## config.mk

```make
export PLATFORM = sky130hd
export DESIGN_NAME = printable_string_run_scanner
export DESIGN_NICKNAME = d
export VERILOG_FILES = /design/src/psrs_pkg.sv /design/src/psrs_core.sv /design/src/psrs_out.sv /design/src/printable_string_run_scanner.sv
export SDC_FILE = /design/constraint.sdc
export NUM_CORES = 2
export LEC_CHECK = 0
export BUFFER_PORTS_ARGS = -buffer_cell sky130_fd_sc_hd__buf_2
export CORE_MARGIN = 2
export CORE_UTILIZATION = 40
export CTS_CLUSTER_DIAMETER = 50
export DETAILED_ROUTE_END_ITERATION = 12
export MAX_ROUTING_LAYER = met4
export PLACE_DENSITY_LB_ADDON = 0.12
export SLEW_MARGIN = 20
export SYNTH_ARGS = -nofsm -noshare
export SYNTH_HDL_FRONTEND = slang
export SYNTH_SLANG_ARGS = --single-unit
```

## constraint.sdc

```tcl
create_clock -name clk_i -period 13.7 [get_ports clk_i]
set_input_delay 1.37 -clock clk_i [delete_from_list [all_inputs] [get_ports clk_i]]
set_output_delay 1.37 -clock clk_i [all_outputs]
set_load 0.005 [all_outputs]
```

## src/psrs_pkg.sv

```systemverilog
// ----------------------------------------------------------------------------
// psrs_pkg - shared types and constants of the printable string run scanner
// Record layout, configuration set and register indexes used by all modules.
// ----------------------------------------------------------------------------
package psrs_pkg;

  // record limit per stream, and width of the record counter
  localparam int unsigned MAX_RECORDS = 65536;
  localparam int unsigned REC_CNT_W   = $clog2(MAX_RECORDS + 1);

  // run counter width; equal to the reported length width
  localparam int unsigned LEN_W    = 32;
  localparam int unsigned ADDR_W   = 64;
  localparam int unsigned BYTE_W   = 8;
  localparam int unsigned CODE_W   = 7;
  localparam int unsigned MINLEN_W = 8;

  // records one byte may cause: single-byte, current parity, other parity
  localparam int unsigned NUM_REC = 3;
  localparam int unsigned REC_NARROW  = 0;
  localparam int unsigned REC_WIDE_P  = 1;
  localparam int unsigned REC_WIDE_O  = 2;

  // first code that is no longer printable
  localparam logic [BYTE_W-1:0] CODE_LIMIT = 8'h80;

  // register reset values
  localparam logic [CODE_W-1:0]   MIN_CHAR_RST = 7'd20;
  localparam logic [MINLEN_W-1:0] MIN_LEN_RST  = 8'd4;

  // configuration register indexes
  localparam int unsigned CFG_IDX_W = 3;
  typedef enum logic [CFG_IDX_W-1:0] {
    CFG_BASE_ADDRESS = 3'd0,
    CFG_SEARCH_NARROW = 3'd1,
    CFG_SEARCH_WIDE  = 3'd2,
    CFG_MIN_CHAR     = 3'd3,
    CFG_MIN_LENGTH   = 3'd4
  } cfg_idx_e;

  // run kinds
  localparam logic KIND_NARROW = 1'b0;
  localparam logic KIND_WIDE   = 1'b1;

  typedef struct packed {
    logic [ADDR_W-1:0]   base_address;
    logic                search_single_byte;
    logic                search_wide;
    logic [CODE_W-1:0]   min_char_code;
    logic [MINLEN_W-1:0] min_length;
  } cfg_t;

  typedef struct packed {
    logic              run_kind;
    logic [ADDR_W-1:0] string_offset;
    logic [LEN_W-1:0]  string_length;
    logic              limit_hit;
    logic              last_of_item;
  } rec_t;

endpackage

```

## src/psrs_core.sv

```systemverilog
// ----------------------------------------------------------------------------
// psrs_core - run tracking and record generation
// Updates the run state for one byte and forms up to three records for it.
// ----------------------------------------------------------------------------
module psrs_core
  import psrs_pkg::*;
(
  input  logic              clk_i,
  input  logic              rst_ni,
  input  logic              item_valid_i,
  input  logic [BYTE_W-1:0] data_byte_i,
  input  logic              final_byte_i,
  input  cfg_t              cfg_i,
  output rec_t              rec_o [NUM_REC],
  output logic [NUM_REC-1:0] rec_mask_o
);

  logic [ADDR_W-1:0]    pos_q, pos_d;
  logic [LEN_W-1:0]     nlen_q, nlen_d;
  logic [ADDR_W-1:0]    nstart_q, nstart_d;
  logic [LEN_W-1:0]     wlen_q [2];
  logic [LEN_W-1:0]     wlen_d [2];
  logic [ADDR_W-1:0]    wstart_q [2];
  logic [ADDR_W-1:0]    wstart_d [2];
  logic [BYTE_W-1:0]    prev_q, prev_d;
  logic                 first_q, first_d;
  logic [REC_CNT_W-1:0] cnt_q, cnt_d;
  logic                 halted_q, halted_d;

  logic                 narrow_ok, n_brk, wide_ok, w_brk, par, opar;
  logic [LEN_W-1:0]     nlen_upd, wlen_upd;
  logic [ADDR_W-1:0]    nstart_upd, wstart_upd;
  logic [LEN_W-1:0]     min_len;
  logic [NUM_REC-1:0]   cand_v, emit_v, lim_v, last_v;
  logic [ADDR_W-1:0]    cand_start [NUM_REC];
  logic [LEN_W-1:0]     cand_len [NUM_REC];
  logic [REC_CNT_W-1:0] cnt_t;
  logic                 halt_t, seen;

  // classify the byte and the wide character it closes
  always_comb begin
    min_len    = LEN_W'(cfg_i.min_length);
    par        = pos_q[0];
    opar       = ~pos_q[0];
    narrow_ok  = (data_byte_i >= {1'b0, cfg_i.min_char_code}) && (data_byte_i < CODE_LIMIT);
    wide_ok    = (data_byte_i == '0) && (prev_q >= {1'b0, cfg_i.min_char_code}) &&
                 (prev_q < CODE_LIMIT);
    n_brk      = !narrow_ok || final_byte_i;
    w_brk      = !wide_ok || final_byte_i;

    // extend the single-byte run, saturating
    nlen_upd   = nlen_q;
    nstart_upd = nstart_q;
    if (narrow_ok) begin
      if (nlen_q == '0) nstart_upd = pos_q;
      if (nlen_q != '1) nlen_upd = nlen_q + LEN_W'(1);
    end

    // extend the wide run of this parity, saturating
    wlen_upd   = wlen_q[par];
    wstart_upd = wstart_q[par];
    if (wide_ok) begin
      if (wlen_q[par] == '0) wstart_upd = pos_q - ADDR_W'(1);
      if (wlen_q[par] != '1) wlen_upd = wlen_q[par] + LEN_W'(1);
    end
  end

  // candidate records in delivery order
  always_comb begin
    cand_v[REC_NARROW]     = n_brk && (nlen_upd > min_len) && cfg_i.search_single_byte;
    cand_start[REC_NARROW] = nstart_upd;
    cand_len[REC_NARROW]   = nlen_upd;
    cand_v[REC_WIDE_P]     = !first_q && w_brk && (wlen_upd > min_len) && cfg_i.search_wide;
    cand_start[REC_WIDE_P] = wstart_upd;
    cand_len[REC_WIDE_P]   = wlen_upd;
    cand_v[REC_WIDE_O]     = !first_q && final_byte_i && (wlen_q[opar] > min_len) &&
                             cfg_i.search_wide;
    cand_start[REC_WIDE_O] = wstart_q[opar];
    cand_len[REC_WIDE_O]   = wlen_q[opar];
  end

  // count records against the limit and drop those past it
  always_comb begin
    emit_v = '0;
    lim_v  = '0;
    last_v = '0;
    cnt_t  = cnt_q;
    halt_t = halted_q;
    seen   = 1'b0;
    for (int i = 0; i < NUM_REC; i++) begin
      if (cand_v[i] && !halt_t) begin
        emit_v[i] = 1'b1;
        cnt_t     = cnt_t + REC_CNT_W'(1);
        if (cnt_t == REC_CNT_W'(MAX_RECORDS)) begin
          lim_v[i] = 1'b1;
          halt_t   = 1'b1;
        end
      end
    end
    for (int i = NUM_REC - 1; i >= 0; i--) begin
      last_v[i] = emit_v[i] && !seen;
      seen      = seen | emit_v[i];
    end
  end

  // build the record payloads
  always_comb begin
    for (int i = 0; i < NUM_REC; i++) begin
      rec_o[i].run_kind      = (i == REC_NARROW) ? KIND_NARROW : KIND_WIDE;
      rec_o[i].string_offset = cfg_i.base_address + cand_start[i];
      rec_o[i].string_length = cand_len[i];
      rec_o[i].limit_hit     = lim_v[i];
      rec_o[i].last_of_item  = last_v[i];
    end
    rec_mask_o = (item_valid_i && !halted_q) ? emit_v : '0;
  end

  // next run state
  always_comb begin
    pos_d       = pos_q;
    nlen_d      = nlen_q;
    nstart_d    = nstart_q;
    wlen_d      = wlen_q;
    wstart_d    = wstart_q;
    prev_d      = prev_q;
    first_d     = first_q;
    cnt_d       = cnt_q;
    halted_d    = halted_q;
    if (item_valid_i) begin
      if (!halted_q) begin
        pos_d    = pos_q + ADDR_W'(1);
        prev_d   = data_byte_i;
        first_d  = 1'b0;
        nlen_d   = n_brk ? '0 : nlen_upd;
        nstart_d = nstart_upd;
        if (!first_q) begin
          wlen_d[par]   = w_brk ? '0 : wlen_upd;
          wstart_d[par] = wstart_upd;
        end
        cnt_d    = cnt_t;
        halted_d = halt_t;
      end
      // end of stream: return everything to its reset value
      if (final_byte_i) begin
        pos_d       = '0;
        nlen_d      = '0;
        nstart_d    = '0;
        wlen_d[0]   = '0;
        wlen_d[1]   = '0;
        wstart_d[0] = '0;
        wstart_d[1] = '0;
        prev_d      = '0;
        first_d     = 1'b1;
        cnt_d       = '0;
        halted_d    = 1'b0;
      end
    end
  end

  always_ff @(posedge clk_i or negedge rst_ni) begin
    if (!rst_ni) begin
      pos_q       <= '0;
      nlen_q      <= '0;
      nstart_q    <= '0;
      wlen_q[0]   <= '0;
      wlen_q[1]   <= '0;
      wstart_q[0] <= '0;
      wstart_q[1] <= '0;
      prev_q      <= '0;
      first_q     <= 1'b1;
      cnt_q       <= '0;
      halted_q    <= 1'b0;
    end else begin
      pos_q    <= pos_d;
      nlen_q   <= nlen_d;
      nstart_q <= nstart_d;
      wlen_q   <= wlen_d;
      wstart_q <= wstart_d;
      prev_q   <= prev_d;
      first_q  <= first_d;
      cnt_q    <= cnt_d;
      halted_q <= halted_d;
    end
  end

endmodule

```

## src/psrs_out.sv

```systemverilog
// ----------------------------------------------------------------------------
// psrs_out - record buffer and serialiser
// Holds the records of one byte and hands them out one per request.
// ----------------------------------------------------------------------------
module psrs_out
  import psrs_pkg::*;
(
  input  logic               clk_i,
  input  logic               rst_ni,
  input  logic               load_i,
  input  rec_t               rec_i [NUM_REC],
  input  logic [NUM_REC-1:0] rec_mask_i,
  output logic               free_o,
  output logic               out_valid_o,
  input  logic               out_ready_i,
  output rec_t               out_rec_o
);

  rec_t               rec_q [NUM_REC];
  logic [NUM_REC-1:0] mask_q, mask_d;
  logic [1:0]         head;
  logic               fire;

  // pick the oldest pending record
  always_comb begin
    priority if (mask_q[0]) head = 2'd0;
    else if (mask_q[1])     head = 2'd1;
    else                    head = 2'd2;
  end

  assign out_valid_o = |mask_q;
  assign out_rec_o   = rec_q[head];
  assign fire        = out_valid_o && out_ready_i;
  // free when empty, or once the last pending record leaves in this cycle
  assign free_o      = (mask_q == '0) || ($onehot(mask_q) && out_ready_i);

  // drop delivered records, refill from the core
  always_comb begin
    mask_d = mask_q;
    if (fire) mask_d[head] = 1'b0;
    if (load_i) mask_d = rec_mask_i;
  end

  always_ff @(posedge clk_i or negedge rst_ni) begin
    if (!rst_ni) begin
      mask_q <= '0;
    end else begin
      mask_q <= mask_d;
    end
  end

  // hold the payloads
  always_ff @(posedge clk_i) begin
    if (load_i) begin
      rec_q <= rec_i;
    end
  end

endmodule

```

## src/printable_string_run_scanner.sv

```systemverilog
// ----------------------------------------------------------------------------
// printable_string_run_scanner - printable text run finder
// Finds single-byte and UTF-16LE printable runs in a byte stream.
// ----------------------------------------------------------------------------
// Bytes enter on the slave stream, one per request, tlast on the final byte.
// Each byte may close up to three runs; a record is sent on the master stream
// for each closed run longer than min_length whose kind is enabled, with
// tlast on the last record caused by that byte. Records of one byte leave in
// the order single-byte, current-parity wide, other-parity wide.
// A byte is held in an input register until the record buffer is free,
// then processed; its records are registered in the buffer. A byte is
// taken every cycle as long as each byte causes at most one record and the
// receiver keeps tready high; a byte with several records occupies the
// buffer until all are taken. The buffer accepts the next byte's records in
// the cycle its last pending record is taken. When the receiver stalls, the
// buffer holds its records; the register then fills and s_axis_tready drops.
// Reset clears the run state and loads the register defaults; after the
// record limit is reached no records follow until the final byte of the
// stream, which returns the run state to its reset value.
// ----------------------------------------------------------------------------
module printable_string_run_scanner
  import psrs_pkg::*;
(
  input  logic                 clk_i,
  input  logic                 rst_ni,
  // byte stream
  input  logic                 s_axis_tvalid,
  output logic                 s_axis_tready,
  input  logic [7:0]           s_axis_tdata,   // [7:0] data_byte
  input  logic                 s_axis_tlast,   // final_byte
  // record stream
  output logic                 m_axis_tvalid,
  input  logic                 m_axis_tready,
  output logic [95:0]          m_axis_tdata,   // [63:0] string_offset, [95:64] string_length
  output logic [1:0]           m_axis_tuser,   // [0] run_kind, [1] limit_hit
  output logic                 m_axis_tlast,   // last_of_item
  // configuration
  input  logic                 cfg_we_i,
  input  logic [CFG_IDX_W-1:0] cfg_index_i,
  input  logic [ADDR_W-1:0]    cfg_wdata_i
);

  cfg_t               cfg_q;
  logic               in_valid_q, in_valid_d;
  logic [BYTE_W-1:0]  in_byte_q;
  logic               in_last_q;
  logic               s_fire, process, out_free;
  rec_t               core_rec [NUM_REC];
  logic [NUM_REC-1:0] core_mask;
  rec_t               out_rec;

  // configuration registers
  always_ff @(posedge clk_i or negedge rst_ni) begin
    if (!rst_ni) begin
      cfg_q.base_address       <= '0;
      cfg_q.search_single_byte <= 1'b0;
      cfg_q.search_wide        <= 1'b0;
      cfg_q.min_char_code      <= MIN_CHAR_RST;
      cfg_q.min_length         <= MIN_LEN_RST;
    end else if (cfg_we_i) begin
      unique case (cfg_index_i)
        CFG_BASE_ADDRESS:  cfg_q.base_address       <= cfg_wdata_i;
        CFG_SEARCH_NARROW: cfg_q.search_single_byte <= cfg_wdata_i[0];
        CFG_SEARCH_WIDE:   cfg_q.search_wide        <= cfg_wdata_i[0];
        CFG_MIN_CHAR:      cfg_q.min_char_code      <= cfg_wdata_i[CODE_W-1:0];
        CFG_MIN_LENGTH:    cfg_q.min_length         <= cfg_wdata_i[MINLEN_W-1:0];
        default: ;
      endcase
    end
  end

  // input register: advance when the record buffer can take the byte
  assign process       = in_valid_q && out_free;
  assign s_axis_tready = !in_valid_q || process;
  assign s_fire        = s_axis_tvalid && s_axis_tready;

  always_comb begin
    in_valid_d = in_valid_q;
    if (process) in_valid_d = 1'b0;
    if (s_fire)  in_valid_d = 1'b1;
  end

  always_ff @(posedge clk_i or negedge rst_ni) begin
    if (!rst_ni) begin
      in_valid_q <= 1'b0;
    end else begin
      in_valid_q <= in_valid_d;
    end
  end

  always_ff @(posedge clk_i) begin
    if (s_fire) begin
      in_byte_q <= s_axis_tdata;
      in_last_q <= s_axis_tlast;
    end
  end

  psrs_core u_core (
    .clk_i        (clk_i),
    .rst_ni       (rst_ni),
    .item_valid_i (process),
    .data_byte_i  (in_byte_q),
    .final_byte_i (in_last_q),
    .cfg_i        (cfg_q),
    .rec_o        (core_rec),
    .rec_mask_o   (core_mask)
  );

  psrs_out u_out (
    .clk_i       (clk_i),
    .rst_ni      (rst_ni),
    .load_i      (process),
    .rec_i       (core_rec),
    .rec_mask_i  (core_mask),
    .free_o      (out_free),
    .out_valid_o (m_axis_tvalid),
    .out_ready_i (m_axis_tready),
    .out_rec_o   (out_rec)
  );

  assign m_axis_tdata = {out_rec.string_length, out_rec.string_offset};
  assign m_axis_tuser = {out_rec.limit_hit, out_rec.run_kind};
  assign m_axis_tlast = out_rec.last_of_item;

  // a record that reaches the limit is always the last of its byte
  assert property (@(posedge clk_i) disable iff (!rst_ni)
    m_axis_tvalid && m_axis_tuser[1] |-> m_axis_tlast)
    else $error("limit record not marked last");

  // an empty input register always takes a byte
  assert property (@(posedge clk_i) disable iff (!rst_ni)
    !in_valid_q |-> s_axis_tready)
    else $error("input stalled while empty");

  // a processed byte never overwrites pending records
  assert property (@(posedge clk_i) disable iff (!rst_ni)
    process && m_axis_tvalid && !m_axis_tready |-> 1'b0)
    else $error("record buffer overwritten");

  // a stalled byte keeps the input register full
  assert property (@(posedge clk_i) disable iff (!rst_ni)
    in_valid_q && !out_free |=> in_valid_q)
    else $error("byte lost while stalled");

endmodule
```

Word-level counts from Yosys, hierarchy flattened. Index checks and enable logic that the tools add are counted.

Bits in registers: 767. Input bits: 81. Output and inout port bits: 101.

Add/subtract/negate cells: 12. Magnitude comparators: 13. Equality and inequality tests: 12. Muxes and demuxes: 75. Bitwise operators: 7. Reductions and logical operators: 51.

Operators by type and width (count): 2-to-1 mux 64 bit (18); 2-to-1 mux 32 bit (15); 2-to-1 mux 128 bit (3); binary-select mux 99 bit (select 2 bit) (1); 2-to-1 mux 99 bit (2); adder 64 bit (3); bitwise mux 128 bit (1); > comparator 32 x 8 -> 1 bit (3); 2-to-1 mux 17 bit (5); adder 32 x 1 -> 32 bit, second input constant (2); adder 64 x 1 -> 64 bit, second input constant (1); bitwise mux 64 bit (1); demux 64 bit (select 1 bit) (1); zero test 32 bit (2); != test 32 bit, second input constant (2); subtractor 64 x 1 -> 64 bit, second input constant (1); adder 17 x 1 -> 17 bit, second input constant (3); equality test 17 bit, second input constant (3); demux 32 bit (select 1 bit) (1); logical AND 1 bit (23); 2-to-1 mux 1 bit (19); >= comparator 8 x 7 -> 1 bit (2); < comparator 8 bit, second input constant (2); 2-to-1 mux 8 bit (2); 29 further kinds (54).

Longest topological paths before layout.
Depth in word-level cells: 18. Depth in mapped cells: 39. Gate-level depth less buffers: 31.

Hierarchy. Synthesis repeated with hierarchy kept, for this count alone.

Cells, all modules: 4829. Area total of the unflattened synthesis: 49065.8 um^2.

Modules (own cells, without submodules): psrs_core (times used 1, cells each 3994, area each 34215.3 um^2, seq. area each 9485.3 um^2); psrs_out (times used 1, cells each 646, area each 11172.0 um^2, seq. area each 8993.6 um^2); printable_string_run_scanner (times used 1, cells each 189, area each 3678.5 um^2, seq. area each 2326.0 um^2).

Worst setup path before layout. Ideal clock, no wire load.

Path type: input -> register. Start: input m_axis_tready. End: register u_core.wstart_q[100] in the netlist's numbering. Library setup time: 121 ps. Arrival: 12115 ps. Slack: 1464 ps. Stages on the path: 9. Cells stage by stage: nand3b_1 > nand2_1 > nand2_1 > inv_1 > clkbuf_1 > o21ai_1 > clkbuf_1 > clkbuf_1 > a22o_1.

Cells in the longest elaborated chain, start to end: 4.

RTL lines: from (decl) (RTL line printable_string_run_scanner.sv:33) `input logic m_axis_tready,`; logical AND 1 bit (RTL line psrs_out.sv:35) `assign free_o = (mask_q == '0) || ($onehot(mask_q) && out_ready_i);`; logical OR 1 bit (RTL line psrs_out.sv:35); logical AND 1 bit (RTL line printable_string_run_scanner.sv:73) `assign process = in_valid_q && out_free;`; via process (RTL line printable_string_run_scanner.sv:47) `logic s_fire, process, out_free;`; AND reduction 3 bit (no source line); to (signal assigned) (RTL line psrs_core.sv:178) `wstart_q <= wstart_d;`; to (decl) (RTL line psrs_core.sv:23) `logic [ADDR_W-1:0] wstart_q [2];`.

The timed path passes the listed nets, and every way through them passes these cells. A chain may end at the register's enable or synchronous reset.

==> PnR_summary.wiki <==
{| class="wikitable"
! Metric !! Value
|-
| Status || completed
|-
| Weighted congestion reported at the end of routability-driven placement || 0.932
|-
| Number of max-cap violations || 0
|-
| Global Route Usage Sum || 0.243
|-
| Layout cell share with drive strength beyond 1 || 0.138
|-
| Number of unique standard cell types used by synthesis || 108
|-
| Setup TNS || 0 ns
|-
| Die height || 353 µm
|-
| Worst-path maximum fanout || 80
|-
| I/O pin count || 182
|-
| Clock latency on the worst-skew pair || 0.73 ns
|-
| Vias per cell || 5.72
|-
| Power spent charging and discharging nets || 2130 µW
|-
| HPWL after detailed placement || 107 mm
|-
| Post-CTS setup buffer count || 0
|-
| H-Tree Level Count || 3
|-
| Crit path time final || 9.75 ns
|-
| Flip-flop and latch count after synthesis || 767
|-
| Synthesized area divided by synthesized cell count || 9.95 µm²
|-
| CTS tree || built
|-
| Relative slew slack || 0.300
|-
| Wire length per cell after detailed routing || 22.4 µm
|-
| Required time at the endpoint of the critical path || 14.16 ns
|-
| Die Footprint || 124000 µm²
|-
| Combinational group share of total power || 0.176
|-
| RSZ-0062 raised after global routing || false
|-
| Worst Tran Pin Value || 1.05 ns
|-
| Tightest hold margin || 0.493 ns
|-
| # resized after CTS || 0
|-
| Hold WC Path Type || reg -> reg
|-
| Sum of routed wire length over all layers || 149 mm
|-
| Share of synthesized area occupied by flip-flops and latches || 0.426
|-
| Longest Clk Path Bufs || 3
|-
| Setup Crit Path Kind || reg -> reg
|-
| Top library cells by usage in the layout, fill and taps aside || 549 x nand2_1, 457 x dfrtp_1, 303 x edfxtp_1
|-
| Final Skew || 0.0202 ns
|-
| Global-route wire length before repair || 230 mm
|-
| Starting utilization of the core area || 0.405
|-
| Detailed-route via count || 38.1k
|-
| Number of endpoints with negative hold slack in the final report || 0
|-
| Pin count of the biggest net entering global routing || 166
|-
| WHS Path Cells || 1
|-
| Initial antenna violation count || 0
|-
| Ys async rst share || 0.605
|-
| Core Box Area || 120000 µm²
|-
| Grt total ovfl || 0
|-
| Number of hold buffers added after cts || 0
|-
| Leakage || 0.0239 µW
|-
| Total DRC errors in the routed layout || 0
|-
| Most common library cell in the layout ignoring fill and taps || nand2_1
|-
| Number of I/O port buffers || 181
|-
| Number of enable-type register cells in the synthesized netlist || 303
|-
| Die extent in x || 353 µm
|-
| Root cell of the clock tree || clkbuf_16
|-
| Total power divided by cell area || 129 nW/µm²
|-
| Total standard cell area after synthesis || 48700 µm²
|-
| Final setup vio count || 0
|-
| Sw frac || 0.301
|-
| Top cells by area in the synthesized netlist || dfrtp_1 24%, edfxtp_1 19%, ha_1 6.1%
|-
| Synthesis warning total || 0
|-
| Kind of end point of the critical path || flip-flop
|-
| Synth top area share || 0.236
|-
| Library cell occupying the most area in the post-synthesis netlist || dfrtp_1
|-
| Number of max-slew violations in the final report || 0
|-
| Number of nets with antenna violations after routing || 0
|-
| Length of the first detailed-routing pass in iterations || 5
|-
| Number of global-route vias before repair || 37.1k
|-
| Clock share of power || 0.432
|-
| Clock buffers created by TritonCTS || 114
|-
| Area taken by flip-flops and latches || 20700 µm²
|-
| Launching element type of the critical path || flip-flop
|-
| Ratio of final minimum period to clock period || 0.712
|-
| Area used by multi-input combinational logic || 26400 µm²
|-
| Cell count after synthesis || 4890
|-
| Final nets || 5274
|-
| First-iteration detailed-routing DRC count || 2766
|-
| Number of sinks on the clock net || 767
|-
| Maximum resistive drop on vdd || 0.110 mV
|-
| Post-CTS clock slew at the launch and capture registers of the worst setup and hold paths || 0.06 ns
|-
| Number of rows created at floorplan || 127
|-
| Highest Clock Rate || 103 MHz
|-
| Internal power contribution || 4950 µW
|-
| R2R depth || 25
|-
| CP arrival || 10.21 ns
|-
| Layout-stage area growth over the synthesis result || 12.9%
|-
| Filler cell count in the final layout || 11.5k
|-
| Most common flop cell mapped by yosys || dfrtp_1
|-
| Mapped Nets || 5213
|-
| Sequential cell fraction of total power || 0.391
|}
==> cells by family (layout without fill, tap and decap cells) <==
family	Yosys count	in the layout	share of synthesized area
compound gates	1313	1313	0.187
simple gates	1471	1471	0.152
xor+xnor	382	382	0.0695
buf+inv	400	562	0.0332
mux	315	315	0.0698
other cells	0	1	0
fa+ha+maj	242	242	0.0628
flops	767	767	0.426
==> cell type report <==
cell class	count	area share
Multi-Input combinational cell	3723	0.481
Sequential cell	767	0.377
Clock buffer	149	0.0589
Tap cell	1612	0.0367
Timing Repair Buffer	228	0.0235
Clock inverter	68	0.0142
Inverter	117	0.00813
Antenna cell	1	0.0000456
==> cell usage after synthesis (all sizes together) (9+ instances only) <==
cell,number
dfrtp,460
o21bai,36
xnor2,238
a211o,15
or3,32
nor3,97
a31oi,32
mux2i,139
ha,238
nand3b,13
nand2,550
a211oi,83
o21ai,277
and3,55
or2,15
o2111ai,10
nand4b,12
mux2,175
o31ai,24
clkbuf,232
nor4,61
xor2,144
a22o,266
and2,86
or4,12
buf,51
and4,19
a21boi,11
a221oi,11
nand2b,44
a21o,114
nor2,232
a22oi,9
inv,117
edfxtp,303
a2111oi,13
a21oi,261
nand3,114
nand4,72
nor2b,36
o211ai,14
o21a,40
o41ai,10
o22ai,9
==> worst paths after layout <==
kind | start | end | slack [ns]
worst max-delay path | u_core.pos_q[0] | u_out.rec_q[189] | 3.95
worst min-delay path | u_core.nstart_q[58] | u_core.nstart_q[58] | 0.49
worst max register to register | u_core.pos_q[0] | u_out.rec_q[189] | 3.95
worst min register to register | u_core.nstart_q[58] | u_core.nstart_q[58] | 0.49
max in group asynchronous | rst_ni | u_core.wstart_q[41] | 10.89
min in group asynchronous | rst_ni | u_core.wlen_q[4] | 0.64
==> per-stage QoR <==
step           cell area, µm²  setup WS, ns  cells  power (µW)  utilization
6_report                54900          3.95   6665        7090        0.457
5_1_grt                 54900          3.34   6664        7390        0.457
4_1_cts                 54900          4.09   6664        7170        0.457
3_5_place_dp            50900          4.16   6447        4080        0.423
3_3_place_gp            50900          4.35   6447        4070        0.423
2_1_floorplan           48700          1.46   4890        3640            -
==> state kept, by name, summed over array words and instances, names as in the netlist <==
signal and flops:
u_out.rec_q 294, u_core.wstart_q 128, cfg_q 81, u_core.nstart_q 64, u_core.pos_q 64, u_core.wlen_q 64, u_core.nlen_q 32, u_core.cnt_q 17
in_byte_q 8, u_core.prev_q 8, u_out.mask_q 3, in_last_q 1, in_valid_q 1, u_core.first_q 1, u_core.halted_q 1
==> per-layer routing <==
metal,part of all wire,up-vias,GRT usage
met5,0,-,-
met2,0.48,867,0.393
met4,0.024,0,0.0612
met1,0.46,18800,0.324
li1,-,18200,-
met3,0.038,217,0.0276
==> critical path, stage by stage (launching register included) <==
cell and delay, ns:
dfrtp_4 0.82, buf_4 0.67, mux2i_1 0.59, nand4_1 0.23
nor4_1 0.36, o21a_4 0.18, buf_4 0.64, o21ai_0 0.26
ha_1 0.27, fa_1 0.40, a21o_1 0.17, a21oi_1 0.23
o21bai_1 0.10, a21oi_1 0.28, a221oi_1 0.21, a31oi_1 0.39
o21ai_0 0.21, a21o_1 0.25, o21a_1 0.22, o41ai_1 0.68
o2111ai_1 0.37, o2111ai_1 0.33, a21oi_1 0.23, a311oi_1 0.85
o21ai_0 0.28, xor2_1 0.19
==> power groups by stage <==
stage	registers (µW)	clock network, µW	logic, µW
floorplan	2770	0	870
global placement	2820	0	1250
detailed placement	2820	0	1260
CTS	2780	3130	1260
global route	2800	3220	1380
finish	2770	3060	1250
Power figures use the tool's default switching activity.
